<file path="src/rtl/gba_ram.sv">
`timescale 1ns / 1ps
// ----------------------------------------------------------------------------
// gba_ram
// Generic single-port RAM with registered read.
// ----------------------------------------------------------------------------
module gba_ram #(
   parameter int unsigned WIDTH = 32,
   parameter int unsigned DEPTH = 64
) (
   input  logic                     clock,
   input  logic                     wr_en,
   input  logic [$clog2(DEPTH)-1:0] addr,
   input  logic [WIDTH-1:0]         wr_data,
   output logic [WIDTH-1:0]         rd_data
);
   logic [WIDTH-1:0] mem_ff [DEPTH];

   // write and registered read
   always_ff @(posedge clock) begin
      if (wr_en) begin
         mem_ff[addr] <= wr_data;
      end
      rd_data <= mem_ff[addr];
   end
endmodule

</file>
<file path="config.mk">
export PLATFORM = sky130hd
export DESIGN_NAME = gba_ram
export DESIGN_NICKNAME = d
export VERILOG_FILES = /design/src/rtl/gba_ram.sv
export SDC_FILE = /design/constraint.sdc
export NUM_CORES = 2
export LEC_CHECK = 0
export BUFFER_PORTS_ARGS = -buffer_cell sky130_fd_sc_hd__buf_2
export CORE_MARGIN = 2
export CORE_UTILIZATION = 55
export DETAILED_ROUTE_END_ITERATION = 10
export PLACE_DENSITY = 0.71
export SYNTH_ARGS = -nofsm -noshare
export SYNTH_HDL_FRONTEND = slang
export SYNTH_SLANG_ARGS = --single-unit
</file>
<file path="constraint.sdc">
create_clock -name clock -period 10 [get_ports clock]
set_input_delay 1 -clock clock [delete_from_list [all_inputs] [get_ports clock]]
set_output_delay 1 -clock clock [all_outputs]
set_load 0.01 [all_outputs]
</file>
; ---- Word-level counts from Yosys, hierarchy flattened
; Memories as Yosys holds them, arrays and structs flattened. A register that Yosys moved wholly into a read port is not among the register bits.
; Index checks and enable logic that the tools add are counted.
[word_totals]
regBits = 0
ram_bits = 2048
input_bits = 40
out_inout_bits = 32
wordCells = 3
n_memories = 1
[classes]
n_mux = 2
[mem_list]
columns = name, words, width, rd, rd_ports_with_merged_regs, write_ports, line_no
row1 = mem_ff, 64, 32, 1, 1, 1, 16  ; logic [WIDTH-1:0] mem_ff [DEPTH];
[ops]
columns = op, count
row1 = 1-bit two-way mux, 2

; ---- Depth between registers and ports, before layout
[depth]
ltp_word = 2
mapped_depth = 13
ltp_nobuf = 6

; ---- Worst setup path after synthesis
; No wires, ideal clock.
[synth_path]
kind = input-to-reg
startpoint = input addr[2]
endpoint = memory mem_ff[15][0], enable pin
setup_time_ns = 0.421
arrival_time_ns = 3.818
t_required_ns = 9.579
slack_ns = 5.761
cell_stages = 8
n_path_buf = 6
path_cell_list = buf_2 -> buf_2 -> buf_2 -> buf_2 -> buf_2 -> buf_2 -> nand3_1 -> nor2_1
[synth_lines]
columns = item, line_no
row1 = start: declaration, 12  ; input logic [$clog2(DEPTH)-1:0] addr,
row2 = end: declaration, 16
; No word-level cell before the write port.

==> summary.md <==
| Metric | Value |
|---|---|
| Clock root buffer | `clkbuf_16` |
| Vias in the first global route | `42028` |
| Max-slew violations | `0` |
| Yosys warns | `0` |
| Initial antenna violation count | `10` |
| Wire per inst | `32.7 um` |
| Cell area after layout | `88200 um2` |
| Peak VDD IR | `209 uV` |
| CP max-delay cell | `buf_4` |
| Synth top area cells | `edfxtp_1 (78%), mux2i_1 (3.3%), mux4_2 (2.7%), mux2_2 (2.1%), a221oi_1 (1.9%)` |
| R2r startpoint | `mem_ff[23][27]$_DFFE_PP_` |
| Fin crit share | `47.7%` |
| Netlist cell types | `56` |
| Maximum clock frequency | `210 MHz` |
| Via count | `43628` |
| Port Buffers | `71` |
| #FFs+latches synth | `2080` |
| WS Path Type | `input port to flop` |
| Die H | `383 um` |
| Clock Latency Late Sink | `0.82 ns` |
| P&R area growth vs syn | `11.8%` |
| Post-synth top area share | `77.9%` |
| Post-Syn Area | `78900 um2` |
| R2R Path End | `rd_data[27]$_DFF_P_` |
| Layout cells sized above 1 | `17.9%` |
| CP Capture Type | `flop` |
| Detailed-route DRC error count | `0` |
| Status | `finished clean` |
| Post-layout power | `0.0178 W` |
| Row count | `139` |
| Final layout net count | `4389` |
| Crit path from | `addr[2]` |
| Required @ worst endpoint | `10.76 ns` |
| EDFF count, synth | `2048` |
| Max-Cap Viols | `0` |
| Most frequent CP cell | `buf_4` |
| Pwr per Cell Area | `201 nW/um2` |
| RSZ-0062 raised after global routing | `no` |
| Cell depth of the worst setup path | `10` |
| Commonest cells after routing, fill and taps aside | `edfxtp_1 (2048), mux2i_1 (259), clkbuf_16 (203), a22oi_1 (188), a221oi_1 (175)` |
| Worst Max-Slew Pin Slew | `1.48 ns` |
| Maximum buffer depth of the clock tree | `3` |
| Final Wtd Congestion | `0.844` |
| Largest net degree at the start of global routing | `134` |
| Leakage | `28.3 nW` |
| Initial Utilization | `55.2%` |
| Setup Fix Bufs, Post-CTS | `0` |
| Final Hold Viols | `0` |
| GR Overflow Total | `0` |
| Gate Count Post-Synth | `4239` |
| Clock Skew | `0.0199 ns` |
| Tot GR Track Use | `28.6%` |
| Worst Setup EP | `rd_data[31]$_DFF_P_` |
| Async S/R FF share, synth | `0%` |
| Post-CTS sizing | `0` |
| Die Area | `147000 um2` |
| Sum Neg Setup Slack | `0 ns` |
| CTS tree | `yes` |
| First-pass GRT wire length | `301 mm` |
| Clk pin slew, worst setup/hold paths | `0.06 ns` |
| Die X | `383 um` |
| Post-CTS Hold Buffers | `0` |
| Crit path buffers/inverters | `4` |
| Fillers | `9920` |
| Synth Flop Type | `edfxtp_1` |
| Clock Sinks | `2080` |
| H-tree Lvls | `4` |
| CP Data Arrival Time | `5.53 ns` |
| Worst hold-check path type | `flop to flop` |
| Final ANT Viol Nets | `0` |
| DRT iter0 DRCs | `6553` |
| Number of CTS-inserted buffers | `199` |
| Core area | `143000 um2` |
| DP HPWL | `113 mm` |
| IO Count | `72` |
| Final Setup Violations | `0` |
| Flop2flop setup slack | `7.14 ns` |
| Vias per Instance | `6.79` |
| Crit path max-delay family | `buffers and inverters` |
| Commonest non-fill, non-tap cell in the layout | `edfxtp_1` |
| First-pass DRT Iterations | `7` |
| Post-synth top area cell | `edfxtp_1` |
| Rel. slew slack | `1.23%` |
| Synthesized net count | `4279` |
| DP Area | `82000 um2` |
| Sequential fraction of the synthesis area | `78.7%` |
| Cell Chain, Critical Path | `buf_8 -> buf_4 -> buf_12 -> nor2b_4 -> buf_4 -> a22o_1 -> nor3_1 -> nor4b_1 -> o21ai_0 -> nand4bb_1` |
| Average size of a mapped cell | `18.6 um2` |
| Worst-path fanout max | `113` |
| CP Launch Type | `input port` |
| Fin crit period | `4.77 ns` |
| R2r worst-path depth | `5` |
| Final WL | `210 mm` |
| Crit-path max cell delay | `0.80 ns` |
==> per-layer routing <==
| metal | routed length [um] | track usage (%) | vias up |
|---|---|---|---|
| li1 | - | - | 17863 |
| met1 | 79400 | 40.4 | 22508 |
| met2 | 98400 | 44.2 | 2864 |
| met3 | 23700 | 5.71 | 385 |
| met4 | 8570 | 11.4 | 8 |
| met5 | 49 | 0 | - |
==> cells by family after synthesis <==
logic type / synth area share, %
buffers and inverters: 1.68
AND/OR/NAND/NOR: 2.81
AO/OA/AOI/OAI: 8.66
flip-flops: 78.7
multiplexers: 8.12
==> sequential cells by signal (all words and copies together) (netlist names) <==
register  flops
rd_data      32
mem_ff     2048
==> power breakdown <==
part	switching (W)	leakage (nW)	internal [W]	total, W
clock network	0.00314	3.01	0.00404	0.00718
registers	0.0000411	18.7	0.00966	0.00970
logic	0.000626	6.56	0.000269	0.000896
total	0.00381	28.3	0.0140	0.0178
==> layout make-up <==
class / instances / area [um2] / share of cell area (%)
inverters: 2 / 15.0 / 0.0170
well taps: 1903 / 2380 / 2.70
repair buffers: 207 / 1460 / 1.65
clock buffers: 254 / 5300 / 6.01
diodes: 9 / 22.5 / 0.0255
clock inverters: 110 / 863 / 0.978
flip-flops and latches: 2080 / 62100 / 70.4
multi-input cells: 1859 / 16100 / 18.2
==> worst min-delay path: stages (launching register included) <==
cell      delay [ns]
edfxtp_1        0.32
a21oi_1         0.06
a21oi_1         0.11
or4_1           0.10
==> per-stage QoR <==
step                      worst slack (ns)  cells  utilization, %  hold slack (ns)
after global routing                  4.95   6418            61.7            0.639
after global placement                4.53   6051            57.4            0.594
after CTS                             5.36   6415            61.7            0.614
after detailed placement              4.51   6051            57.4            0.600
after floorplan                       5.76   4239               -            0.564
final                                 5.23   6424            61.7            0.613
==> cell usage after synthesis (14+ instances only) <==
cell type and number:
edfxtp_1 2048, mux2i_1 259, a22oi_1 188, a221oi_1 175, clkbuf_1 168, mux2_2 147
nor2_1 145, a21oi_1 121, mux4_2 96, o22ai_1 93, and3_1 85, o21ai_0 84
buf_2 83, o22a_1 70, a22o_1 66, nand3_1 54, a31oi_1 43, buf_1 33
dfxtp_1 32, nand2_1 28, nor3_1 22, nand2b_1 18, a211oi_1 17, a222oi_1 16
a2111oi_0 15, a221o_1 15, o2bb2ai_1 15, or4_1 15, nor4_1 14, or4b_1 14
==> worst min-delay path by stage <==
stage / startpoint / end / slack [ns] / cells after the start
global placement: mem_ff[32][27]$_DFFE_PP_ / rd_data[27]$_DFF_P_ / 0.59 / 3
finish: mem_ff[32][27]$_DFFE_PP_ / rd_data[27]$_DFF_P_ / 0.61 / 3
detailed placement: mem_ff[32][27]$_DFFE_PP_ / rd_data[27]$_DFF_P_ / 0.60 / 3
CTS: mem_ff[32][27]$_DFFE_PP_ / rd_data[27]$_DFF_P_ / 0.61 / 3
global route: mem_ff[32][27]$_DFFE_PP_ / rd_data[27]$_DFF_P_ / 0.64 / 3
floorplan: mem_ff[28][10]$_DFFE_PP_ / rd_data[10]$_DFF_P_ / 0.56 / 4
(Power assumes the default switching activity.)
