$ cat src/rtl/gba_pkg.sv
`timescale 1ns / 1ps
// ----------------------------------------------------------------------------
// gba_pkg
// Shared types and constants for the group-by integer aggregator.
// ----------------------------------------------------------------------------
package gba_pkg;

   localparam int unsigned TableDepthMax = 64;
   localparam int unsigned CsrIndexWidth = 1;
   localparam int unsigned CsrDataWidth  = 3;

   // operation codes
   localparam logic [2:0] OP_MIN   = 3'd0;
   localparam logic [2:0] OP_MAX   = 3'd1;
   localparam logic [2:0] OP_SUM   = 3'd2;
   localparam logic [2:0] OP_AVG   = 3'd3;
   localparam logic [2:0] OP_COUNT = 3'd4;

   // item modes
   localparam logic [1:0] MODE_MERGE = 2'd0;
   localparam logic [1:0] MODE_EMIT  = 2'd1;
   localparam logic [1:0] MODE_CLEAR = 2'd2;

   // register indexes
   localparam logic [CsrIndexWidth-1:0] CSR_AGGREGATE_OP = 1'd0;
   localparam logic [CsrIndexWidth-1:0] CSR_GROUPING_ON  = 1'd1;

   typedef struct packed {
      logic [1:0]         mode;
      logic [31:0]        group_key;
      logic signed [31:0] value;
   } req_type;

   typedef struct packed {
      logic [31:0]        out_key;
      logic signed [31:0] out_value;
      logic               is_last;
      logic               no_groups;
      logic               overflowed;
   } rsp_type;

   // one-bit-per-cycle divider handshake
   typedef struct packed {
      logic start;
      logic busy;
      logic done;
   } div_ctl_type;

endpackage

$ cat src/rtl/gba_div.sv
`timescale 1ns / 1ps
// ----------------------------------------------------------------------------
// gba_div
// Signed 32-bit by unsigned 32-bit divider, one quotient bit per cycle,
// truncating toward zero.
// ----------------------------------------------------------------------------
module gba_div (
   input  logic                clock,
   input  logic                reset,
   input  logic                start,
   input  logic signed [31:0]  dividend,
   input  logic [31:0]         divisor,
   output gba_pkg::div_ctl_type ctl,
   output logic signed [31:0]  quotient
);
   import gba_pkg::*;

   logic [31:0] quo_ff, quo_in;
   logic [32:0] rem_ff, rem_in;
   logic [31:0] den_ff, den_in;
   logic        neg_ff, neg_in;
   logic [5:0]  cnt_ff, cnt_in;
   logic        busy_ff, busy_in;
   logic        done_ff, done_in;
   logic [32:0] trial;
   logic [31:0] mag;

   assign mag   = dividend[31] ? (~dividend + 32'd1) : dividend;
   assign trial = {rem_ff[31:0], quo_ff[31]} - {1'b0, den_ff};

   // restoring step per cycle
   always_comb begin
      quo_in  = quo_ff;
      rem_in  = rem_ff;
      den_in  = den_ff;
      neg_in  = neg_ff;
      cnt_in  = cnt_ff;
      busy_in = busy_ff;
      done_in = 1'b0;
      if (start) begin
         quo_in  = mag;
         rem_in  = '0;
         den_in  = divisor;
         neg_in  = dividend[31];
         cnt_in  = 6'd32;
         busy_in = 1'b1;
      end else if (busy_ff) begin
         if (!trial[32]) begin
            rem_in = trial;
            quo_in = {quo_ff[30:0], 1'b1};
         end else begin
            rem_in = {rem_ff[31:0], quo_ff[31]};
            quo_in = {quo_ff[30:0], 1'b0};
         end
         cnt_in = cnt_ff - 6'd1;
         if (cnt_ff == 6'd1) begin
            busy_in = 1'b0;
            done_in = 1'b1;
         end
      end
   end

   always_ff @(posedge clock) begin
      if (reset) begin
         busy_ff <= 1'b0;
         done_ff <= 1'b0;
         cnt_ff  <= '0;
      end else begin
         busy_ff <= busy_in;
         done_ff <= done_in;
         cnt_ff  <= cnt_in;
      end
      quo_ff <= quo_in;
      rem_ff <= rem_in;
      den_ff <= den_in;
      neg_ff <= neg_in;
   end

   assign quotient  = neg_ff ? (~quo_ff + 32'd1) : quo_ff;
   assign ctl.start = start;
   assign ctl.busy  = busy_ff;
   assign ctl.done  = done_ff;
endmodule

$ cat config.mk
export PLATFORM = sky130hd
export DESIGN_NAME = gba_div
export DESIGN_NICKNAME = d
export VERILOG_FILES = /design/src/rtl/gba_pkg.sv /design/src/rtl/gba_div.sv
export SDC_FILE = /design/constraint.sdc
export NUM_CORES = 1
export LEC_CHECK = 0
export BUFFER_PORTS_ARGS = -buffer_cell sky130_fd_sc_hd__buf_2
export CAP_MARGIN = 20
export CORE_MARGIN = 10
export CORE_UTILIZATION = 30
export CTS_CLUSTER_SIZE = 8
export DETAILED_ROUTE_END_ITERATION = 10
export SLEW_MARGIN = 10
export SYNTH_ARGS = -nofsm -noshare
export SYNTH_HDL_FRONTEND = slang
export SYNTH_SLANG_ARGS = --single-unit
$ cat constraint.sdc
create_clock -name clock -period 4.2 [get_ports clock]
set_input_delay 0.63 -clock clock [delete_from_list [all_inputs] [get_ports clock]]
set_output_delay 0.63 -clock clock [all_outputs]
set_load 0.005 [all_outputs]
# Yosys cells after proc, flatten, opt, wreduce, memory -nomap -nowiden

Cells that the tools add are included.
Widths: inputs -> output; s select.

Register bits after elaboration: 105

Add/subtract/negate cells: 4
Equality and inequality tests: 1
Mux-type cells: 12
Bitwise operators: 3
Reductions and logical operators: 3

Operators with widths:

| operator              | number |
|---|---|
| $mux 32               | 5 |
| $add 32x1->32 const B | 2 |
| $not 32->32           | 2 |
| $sub 33x32->33        | 1 |
| $mux 6                | 2 |
| $eq 6x1->1 const B    | 1 |
| $sub 6x1->6 const B   | 1 |
| $mux 1                | 5 |
| $reduce_or 3->1       | 1 |
| $reduce_bool 2->1     | 1 |
| $reduce_or 2->1       | 1 |
| $not 1->1             | 1 |

# Longest topological paths before layout

Gate-level depths: netlist of run 1.

Depth after elaboration: 4
Mapped depth: 13

# Worst setup path after synthesis of run 1

Ideal clock, no wire load.

Kind: reg-to-output
From: reg quo_ff[0]
To: out quotient[28]
Arrival time: 2861 ps
Required time: 3570 ps
Setup slack: 709 ps
Stages on the path, launching flop included: 11
Buffers on the path: 0
Path through: edfxtp_1 -> inv_1 -> ha_1 -> nor4b_4 -> nand4_1 -> nand2b_1 -> or4_4 -> or4_1 -> or4_4 -> o31ai_1 -> xnor2_1

Longest elaborated chain between the ends: 3

Ends and longest elaborated chain:

| item                   | line          | source |
|---|---|---|
| start, declared        | gba_div.sv:18 | `logic [31:0] quo_ff, quo_in;` |
| start signal, assigned | gba_div.sv:73 | `quo_ff <= quo_in;` |
| $not 32->32            | gba_div.sv:79 | `assign quotient = neg_ff ? (~quo_ff + 32'd1) : quo_ff;` |
| $add 32x1->32          | gba_div.sv:79 |  |
| $mux 32                | gba_div.sv:79 |  |
| end, declared          | gba_div.sv:14 | `output logic signed [31:0] quotient` |

No other way between the ends.

# Worst setup path in the final report of run 1

From: reg quo_ff[1]
To: out quotient[28]

Same word-level chain as after synthesis.

==> impl_metrics.py, run 1 <==
metrics = {
    "synth": {
        "synth_compound_area_frac": 0.1971,
        "syn-num-nets": 928,
        "synth_ff_type": "edfxtp_1",
        "ys_seq_area_frac": 0.3771,
        "synth_cells": 824,
        "synthXorXnorAreaFrac": 0.1104,
        "synthesis.area_sq_um": 7300,
        "synthAdderAreaFrac": 0.06445,
        "syn_area_per_cell_sq_um": 8.859,
        "synth.area.mux_share": 0.02880,
        "yosys.area_share.simple": 0.1707,
        "synth_edf_count": 65,
        "yosysUniqueCellTypes": 63,
        "async_flop_share": 0,
        "synth_top_family_by_area": "compound AO/OA/AOI/OAI gates",
        "yosys_warnings": 0,
        "synth_seq_cells": 105,
    },
    "placed_design": {
        "gp_congestion": 0.8735,
        "place_hpwl_mm": 14.00,
        "place.port_buffers": 101,
    },
    "global_route": {
        "antenna_found_initial": 0,
        "grt_pass1_vias": 5967,
        "grt_first_pass_wirelength_mm": 30.33,
        "grt_start_max_net_pins": 64,
        "gr-usage-all-layers": 0.1175,
        "overflow": 0,
    },
    "sta": {
        "max_slew.worst_pin.slew_ns": 1.064,
        "setup_violations": 0,
        "clock_skew_ns": 0.006065,
        "fmax_mhz": 243.5,
        "hold_viol_final": 0,
        "slew_headroom": 0.2906,
        "layout_min_cycle_time_ns": 4.106,
        "setup_tns_ns": 0,
        "drv_slew": 0,
        "period_share": 0.9777,
    },
    "drt": {
        "routed_via_density": 5.067,
        "ant_nets": 0,
        "drt_iter0_markers": 379,
        "drc_errors": 0,
        "vias": 6232,
        "post_drt_wl_per_cell_um": 15.34,
        "firstDrtPassIters": 5,
        "drt_wl_total_mm": 18.87,
    },
    "clock_network": {
        "cts-root-buf": "clkbuf_16",
        "cts_tree": "yes",
        "clock-sinks": 105,
        "path_clk_slew_ns": 0.07,
        "tritoncts.num_buffers": 9,
        "clock_latency_ns": 0.36,
        "cts_max_level": 3,
        "ctsHoldBuffers": 0,
        "clockBufferDepth": 2,
    },
    "power_and_ir_drop": {
        "power.net_switching_uw": 937.5,
        "p_int_uw": 2007,
        "p_leak_uw": 0.003372,
        "seq_power_share": 0.438,
        "power_uw": 2944,
        "p_clk_frac": 0.293,
        "power.density_cell_area_nw_per_um2": 348.5,
        "netSwitchingFraction": 0.3184,
        "ir_drop_uv": 166.6,
        "combinationalPowerShare": 0.269,
    },
    "critical_path": {
        "crit_fanout": 4,
        "critPathMostFrequentCell": "or4_4",
        "cp-start-kind": "flop",
        "cp.arrival_ns": 3.48,
        "critical_path.slowest_cell": "or4_4",
        "endpoint_kind": "output port",
        "required_ns": 3.57,
        "setup.worst_path.class": "reg2out",
        "cpPeakStageDelay_ns": 0.47,
        "crit_chain": "inv_2 -> ha_2 -> nor4b_4 -> nand4_1 -> nand2b_4 -> or4_4 -> or4_4 -> or4_4 -> o31ai_4 -> xnor2_1 -> buf_2",
    },
    "final_layout": {
        "drive_gt1_frac": 0.1733,
        "most-common-layout-cells": "buf_2 (100), nor2_1 (83), nand2_1 (68)",
        "fill_cells": 2580,
        "area_growth_pct": 15.74,
        "final_nets": 1005,
        "final_common_cell": "buf_2",
        "n_antenna_cell": 0,
    },
    "floorplan": {
        "dieArea_sq_um": 30970,
        "core_sq_um": 24110,
        "die_x_um": 176.0,
        "start_util": 0.3028,
        "ios": 102,
        "die_h_um": 176.0,
        "num_rows": 57,
    },
    "flow_run": {
        "cap_violations": 0,
    },
    "min_path": {
        "hp-class": "in2reg",
    },
    "status": {
        "outcome": "finished clean",
    },
}
metal layers:
layer / vias to the layer above / GRT usage / routed length (um)
met5: - / 0 / 0
met4: 0 / 0.03038 / 213
met3: 13 / 0.02734 / 1170
met2: 177 / 0.1850 / 8215
met1: 2913 / 0.1585 / 9273
li1: 3129 / - / -
per-stage QoR:
| step | util | setup slack [ns] | instance area (sq um) | instances | hold slack (ns) |
|---|---|---|---|---|---|
| global placement | 0.3338 | 0.4366 | 8046 | 1205 | 0.4786 |
| global route | 0.3505 | -0.03740 | 8448 | 1230 | 0.4231 |
| detailed placement | 0.3338 | 0.3896 | 8046 | 1205 | 0.4854 |
| floorplan | - | 0.7094 | 7300 | 824 | 0.4627 |
| finish | 0.3505 | 0.09380 | 8448 | 1230 | 0.4422 |
| CTS | 0.3463 | 0.03135 | 8348 | 1222 | 0.4247 |
registers in the layout, summed over array words and instances, names as in the netlist:
name	cells
neg_ff	1
rem_ff	32
den_ff	32
busy_ff	1
quo_ff	32
cnt_ff	6
done_ff	1
repair_timing:
item,4_1_cts,5_1_grt
setup endpoints to repair,1,5
gates cloned,0,0
pin swaps,0,2
gates resized for setup,0,10
endpoints found under the hold margin,0,0
buffers inserted,1,8
cells by family after synthesis:
logic type               Yosys count
flip-flops                       105
XOR/XNOR                          92
AND/OR/NAND/NOR                  255
multiplexers                      21
adder cells (fa/ha/maj)           37
buffers and inverters             95
AO/OA/AOI/OAI                    219
power by group through the flow:
stage / Sequential (uW) / Clock, uW / Combinational, uW
2_1_floorplan: 1280 / 0 / 549
3_3_place_gp: 1310 / 0 / 769
3_5_place_dp: 1310 / 0 / 773
4_1_cts: 1290 / 900 / 779
5_1_grt: 1300 / 936 / 888
6_report: 1290 / 863 / 791
worst paths after layout:
kind	from	to	slack [ns]	cells after the start
setup reg to reg	quo_ff[31]	rem_ff[28]	0.68	11
hold reg to reg	cnt_ff[0]	cnt_ff[0]	0.49	2
setup / recovery	quo_ff[1]	quotient[28]	0.09	11
hold / removal	divisor[10]	den_ff[10]	0.44	1
Yosys cell counts, types with 5 or more instances:
master / n / area, sq um
a31o_2: 5 / 43.79
a21o_1: 14 / 105.1
a211oi_1: 26 / 195.2
nand3_1: 23 / 115.1
dfxtp_1: 40 / 800.8
a21oi_1: 65 / 325.3
o21ai_0: 40 / 200.2
nor3_1: 17 / 85.08
a31oi_1: 7 / 43.79
or3_1: 9 / 56.30
inv_1: 47 / 176.4
nand2b_1: 6 / 37.54
nand2_1: 68 / 255.2
edfxtp_1: 65 / 1952
nor4_1: 5 / 31.28
or4_4: 5 / 56.30
nand4_1: 8 / 50.05
nor2_1: 84 / 315.3
xor2_1: 39 / 341.6
and3_1: 7 / 43.79
clkbuf_1: 38 / 142.6
xnor2_1: 53 / 464.2
ha_1: 36 / 450.4
o31ai_1: 22 / 165.2
mux2i_1: 21 / 210.2
o21a_1: 5 / 37.54
critical path, delay by kind of cell (launching register included):
kind / cells / cell delay (ns)
simple gates: 6 / 1.94
fa+ha+maj: 1 / 0.18
buf+inv: 2 / 0.22
compound gates: 1 / 0.20
xor+xnor: 1 / 0.13
flops: 1 / 0.45
final cells by class:
| class | instances | area (sq um) | share of cell area |
|---|---|---|---|
| timing repair buffer | 114 | 605.6 | 0.07168 |
| multi-input combinational | 624 | 4213 | 0.4987 |
| sequential | 105 | 2754 | 0.3260 |
| inverter | 47 | 176.4 | 0.02088 |
| clock inverter | 6 | 65.06 | 0.007701 |
| tap | 324 | 405.4 | 0.04799 |
| clock buffer | 10 | 229.0 | 0.02710 |
Note: power is estimated with default switching activity, not from simulation.
==> run 2: changes to the inputs <==
Settings changed: CORE_UTILIZATION 30 to 47, PLACE_DENSITY set to 0.67.
==> impl_metrics.py, run 2 (synthesized netlist as in run 1, its figures left out) <==
metrics = {
    "min_path": {
        "worstHoldPathCells": 1,
        "hp-class": "in2reg",
        "min_to": "den_ff[11]",
        "hold_start": "divisor[11]",
    },
    "drt": {
        "drt_wl_total_mm": 17.32,
        "vias": 6113,
        "ant_nets": 0,
        "drt_iter0_markers": 392,
        "post_drt_wl_per_cell_um": 15.76,
        "routed_via_density": 5.562,
        "drc_errors": 0,
        "firstDrtPassIters": 5,
    },
    "critical_path": {
        "cp.arrival_ns": 3.48,
        "critPathMostFrequentCell": "or4_4",
        "r2r_slack_ns": 0.67,
        "crit_fanout": 4,
        "setup.worst_path.class": "reg2out",
        "endpoint_kind": "output port",
        "reg2regPathDepth": 11,
        "required_ns": 3.57,
        "crit_chain": "buf_4 -> nor2_1 -> and4_1 -> nand3_2 -> or4_4 -> or4_4 -> or4_4 -> o41ai_2 -> xnor2_1 -> buf_2",
        "critical_path.slowest_cell": "or4_4",
        "r2r_start": "quo_ff[31]",
        "critical-path-top-delay-family": "simple AND/OR/NAND/NOR gates",
        "cpPeakStageDelay_ns": 0.46,
        "timing.critical_path.buf_inv": 2,
        "r2r_end": "rem_ff[20]",
        "cp-start-kind": "flop",
    },
    "placed_design": {
        "gp_congestion": 0.8634,
        "place.port_buffers": 101,
        "place_hpwl_mm": 12.77,
    },
    "final_layout": {
        "most-common-layout-cells": "buf_2 (100), nor2_1 (83), nand2_1 (68)",
        "area_growth_pct": 14.33,
        "reg_top3": "den_ff: 32 flops, quo_ff: 32 flops, rem_ff: 32 flops",
        "fill_cells": 1458,
        "final_common_cell": "buf_2",
        "final_util": 0.5490,
        "final_nets": 1009,
        "drive_gt1_frac": 0.1780,
    },
    "sta": {
        "max_slew.worst_pin.slew_ns": 0.9921,
        "hold_viol_final": 0,
        "period_share": 0.9774,
        "slew_headroom": 0.3386,
        "clock_skew_ns": 0.008619,
        "setup_violations": 0,
        "drv_slew": 0,
        "fmax_mhz": 243.6,
        "layout_min_cycle_time_ns": 4.105,
    },
    "status": {
        "outcome": "finished clean",
    },
    "clock_network": {
        "cts_max_level": 3,
        "clockBufferDepth": 2,
        "clock-sinks": 105,
        "cts-root-buf": "clkbuf_16",
        "cts_tree": "yes",
        "tritoncts.num_buffers": 9,
        "path_clk_slew_ns": 0.07,
        "clock_latency_ns": 0.35,
    },
    "global_route": {
        "grt_first_pass_wirelength_mm": 28.25,
        "gr-usage-all-layers": 0.1652,
        "grt_pass1_vias": 5822,
        "grt_start_max_net_pins": 70,
        "overflow": 0,
        "antenna_found_initial": 1,
    },
    "floorplan": {
        "die_h_um": 144.6,
        "core_sq_um": 15200,
        "num_rows": 45,
        "dieArea_sq_um": 20910,
        "start_util": 0.4802,
        "ios": 102,
        "die_x_um": 144.6,
    },
    "power_and_ir_drop": {
        "power.density_cell_area_nw_per_um2": 359.0,
        "power_uw": 2996,
        "p_leak_uw": 0.003412,
        "ir_drop_uv": 292.8,
    },
    "flow_run": {
        "cap_violations": 0,
    },
}
[run 2: worst max-delay path by stage]
stage	startpoint	endpoint	slack [ns]	cells past startpoint
floorplan	quo_ff[0]	quotient[28]	0.71	10
global placement	quo_ff[0]	quotient[28]	0.44	11
detailed placement	quo_ff[0]	quotient[30]	0.35	11
CTS	quo_ff[9]	quotient[29]	0.007	9
global route	quo_ff[7]	quotient[29]	-0.03	9
finish	quo_ff[0]	quotient[29]	0.09	10
[run 2: layer usage]
layer / track usage / vias to the layer above / share of wire / wire [um]
met2: 0.2636 / 115 / 0.47 / 8096
met3: 0.03772 / 21 / 0.044 / 761
met1: 0.2191 / 2836 / 0.47 / 8165
met4: 0.04521 / 0 / 0.017 / 293
li1: - / 3141 / - / -
met5: 0 / - / 0 / 0
[run 2: metrics by stage]
step                std cells  TNS (ns)  setup slack [ns]  cell area, sq um  hold WS [ns]
finish                   1099         0           0.09472              8346        0.4448
global route             1099  -0.03452          -0.02813              8346        0.4306
CTS                      1085         0          0.006638              8205        0.4298
detailed placement       1068         0            0.3508              7869        0.4913
global placement         1068         0            0.4445              7869        0.4767
floorplan                 824         0            0.7094              7300        0.4627
[run 2: layout make-up]
class | instances | area [sq um] | share of cell area
clock buffers | 11 | 252.7 | 0.03028
clock inverters | 5 | 76.32 | 0.009145
diodes | 1 | 2.502 | 0.0002999
inverters | 47 | 176.4 | 0.02114
multi-input cells | 624 | 4213 | 0.5048
repair buffers | 118 | 635.6 | 0.07616
well taps | 188 | 235.2 | 0.02819
flip-flops and latches | 105 | 2754 | 0.3300
[run 2: worst reg2reg max path, cell delays in order, from the launching register on]
cell      delay [ns]
edfxtp_1        0.43
inv_1           0.07
ha_1            0.23
fa_1            0.41
nand2b_1        0.19
a21o_1          0.20
a311o_1         0.31
a21o_1          0.20
nand3_1         0.08
and3_2          0.82
mux2i_1         0.19
a211oi_1        0.32
[run 2: power breakdown]
part           internal, uW  switching, uW  total (uW)
sequential             1200           85.3        1280
clock                   553            373         927
combinational           345            439         785
[run 2: what timing repair did]
action | 4_1_cts | 5_1_grt
cloned | 0 | 0
hold buffers | 0 | 0
endpoints found under the setup margin | 2 | 6
resized for setup | 1 | 8
buffers inserted | 1 | 13
pin swaps | 0 | 2
==> run 3: changes to the inputs <==
Settings changed: CORE_MARGIN 10 to unset, RECOVER_POWER set to 50, REMOVE_ABC_BUFFERS set to 1.
==> impl_metrics.py, run 3 (synthesized netlist as in run 1, its figures left out) <==
metrics = {
    "clock_network": {
        "path_clk_slew_ns": 0.08,
        "cts_tree": "yes",
        "cts-root-buf": "clkbuf_16",
        "cts_max_level": 3,
        "clock_latency_ns": 0.36,
        "clockBufferDepth": 2,
        "clock-sinks": 105,
        "tritoncts.num_buffers": 9,
    },
    "floorplan": {
        "die_h_um": 126.6,
        "dieArea_sq_um": 16030,
        "ios": 102,
        "die_x_um": 126.6,
        "num_rows": 45,
        "start_util": 0.4802,
        "core_sq_um": 15200,
    },
    "final_layout": {
        "n_antenna_cell": 0,
        "reg_top3": "den_ff: 32 flops, quo_ff: 32 flops, rem_ff: 32 flops",
        "drive_gt1_frac": 0.1685,
        "area_growth_pct": 13.59,
        "finalNonFillerCells": 1096,
        "final_nets": 1007,
        "final_util": 0.5454,
        "final_common_cell": "buf_2",
        "most-common-layout-cells": "buf_2 (98), nor2_1 (83), nand2_1 (68)",
    },
    "power_and_ir_drop": {
        "p_leak_uw": 0.003378,
        "power_uw": 2906,
        "power.density_cell_area_nw_per_um2": 350.4,
        "ir_drop_uv": 197.3,
    },
    "drt": {
        "drt_wl_total_mm": 16.21,
        "firstDrtPassIters": 4,
        "drt_iter0_markers": 382,
        "routed_via_density": 5.519,
        "drc_errors": 0,
        "vias": 6049,
        "post_drt_wl_per_cell_um": 14.79,
        "ant_nets": 0,
    },
    "global_route": {
        "gr-usage-all-layers": 0.2096,
        "grt_pass1_vias": 5700,
        "grt_start_max_net_pins": 61,
        "antenna_found_initial": 0,
        "overflow": 0,
        "grt_first_pass_wirelength_mm": 26.90,
    },
    "flow_run": {
        "cap_violations": 3,
    },
    "sta": {
        "period_share": 0.9775,
        "layout_min_cycle_time_ns": 4.105,
        "rsz0062_at_grt": "yes",
        "drv_slew": 107,
        "slew_headroom": -0.1803,
        "hold_viol_final": 0,
        "clock_skew_ns": 0.01283,
        "setup_violations": 0,
        "max_slew.worst_pin.slew_ns": 1.770,
        "fmax_mhz": 243.6,
        "fin_hold_ws_ns": 0.4384,
    },
    "placed_design": {
        "place_hpwl_mm": 11.71,
        "gp_congestion": 0.8860,
        "post-place-cells": 1070,
        "place.port_buffers": 101,
    },
    "critical_path": {
        "crit_chain": "nor4_4 -> buf_4 -> nand4_1 -> nand2b_4 -> or4_4 -> or4_4 -> or4_4 -> o21ai_2 -> xnor2_1 -> buf_2",
        "reg2regPathDepth": 3,
        "timing.critical_path.buf_inv": 2,
        "cpPeakStageDelay_ns": 0.47,
        "endpoint_kind": "output port",
        "critPathMostFrequentCell": "or4_4",
        "setup.worst_path.class": "reg2out",
        "crit_fanout": 4,
        "required_ns": 3.57,
        "cp-start-kind": "flop",
        "r2r_end": "quo_ff[30]",
        "critical-path-top-delay-family": "simple AND/OR/NAND/NOR gates",
        "r2r_slack_ns": 0.81,
        "cp.arrival_ns": 3.48,
        "r2r_start": "busy_ff",
        "critical_path.slowest_cell": "or4_4",
    },
    "min_path": {
        "hold_start": "divisor[26]",
        "min_to": "den_ff[26]",
        "worstHoldPathCells": 1,
        "hp-class": "in2reg",
    },
    "status": {
        "violations": "max-capacitance violations, max-slew violations",
        "outcome": "finished, violations left",
    },
}
[run 3: worst max path at each step]
| stage | from | to | slack [ns] | depth (start not counted) |
|---|---|---|---|---|
| 6_report | quo_ff[10] | quotient[30] | 0.09 | 10 |
| 5_1_grt | quo_ff[10] | quotient[29] | -0.04 | 9 |
| 4_1_cts | quo_ff[1] | quotient[28] | 0.003 | 11 |
| 3_5_place_dp | quo_ff[0] | quotient[30] | 0.34 | 11 |
| 3_3_place_gp | quo_ff[0] | quotient[30] | 0.39 | 11 |
| 2_1_floorplan | quo_ff[0] | quotient[28] | 0.69 | 10 |
[run 3: metal layers]
layer  part of all wire  up-vias  track usage
met3              0.049       16      0.04892
li1                   -     3144            -
met2               0.46      125       0.3507
met5                  0        -            0
met1               0.47     2764       0.2672
met4              0.014        0      0.06804
[run 3: worst reg2reg max path: cells and delay by family (launching register included)]
family | cells | cell delay (ns)
buffers and inverters | 2 | 1.86
AND/OR/NAND/NOR | 1 | 0.18
flip-flops | 1 | 0.94
[run 3: timing repair]
| item | 4_1_cts | 5_1_grt |
|---|---|---|
| endpoints found under the setup margin | 3 | 5 |
| pin swaps | 1 | 3 |
| hold buffers | 0 | 0 |
| buffers inserted | 3 | 7 |
| resized for setup | 1 | 12 |
[run 3: layout make-up]
class,instances,area (sq um)
flip-flops and latches,105,2753
clock buffers,10,239.0
clock inverters,6,52.55
fillers,1417,6910
inverters,47,176.4
multi-input cells,624,4233
well taps,188,235.2
repair buffers,116,603.1
[run 3: power breakdown]
part,switching (uW),internal (uW)
Sequential,93.6,1200
Combinational,425,341
Clock,413,432
[run 3: per-stage QoR]
stage	setup TNS [ns]	instance area [sq um]	worst slack (ns)
floorplan	0	7101	0.6896
global placement	0	7883	0.3857
detailed placement	0	7883	0.3391
CTS	0	8197	0.003372
global route	-0.1136	8292	-0.03769
finish	0	8292	0.09462
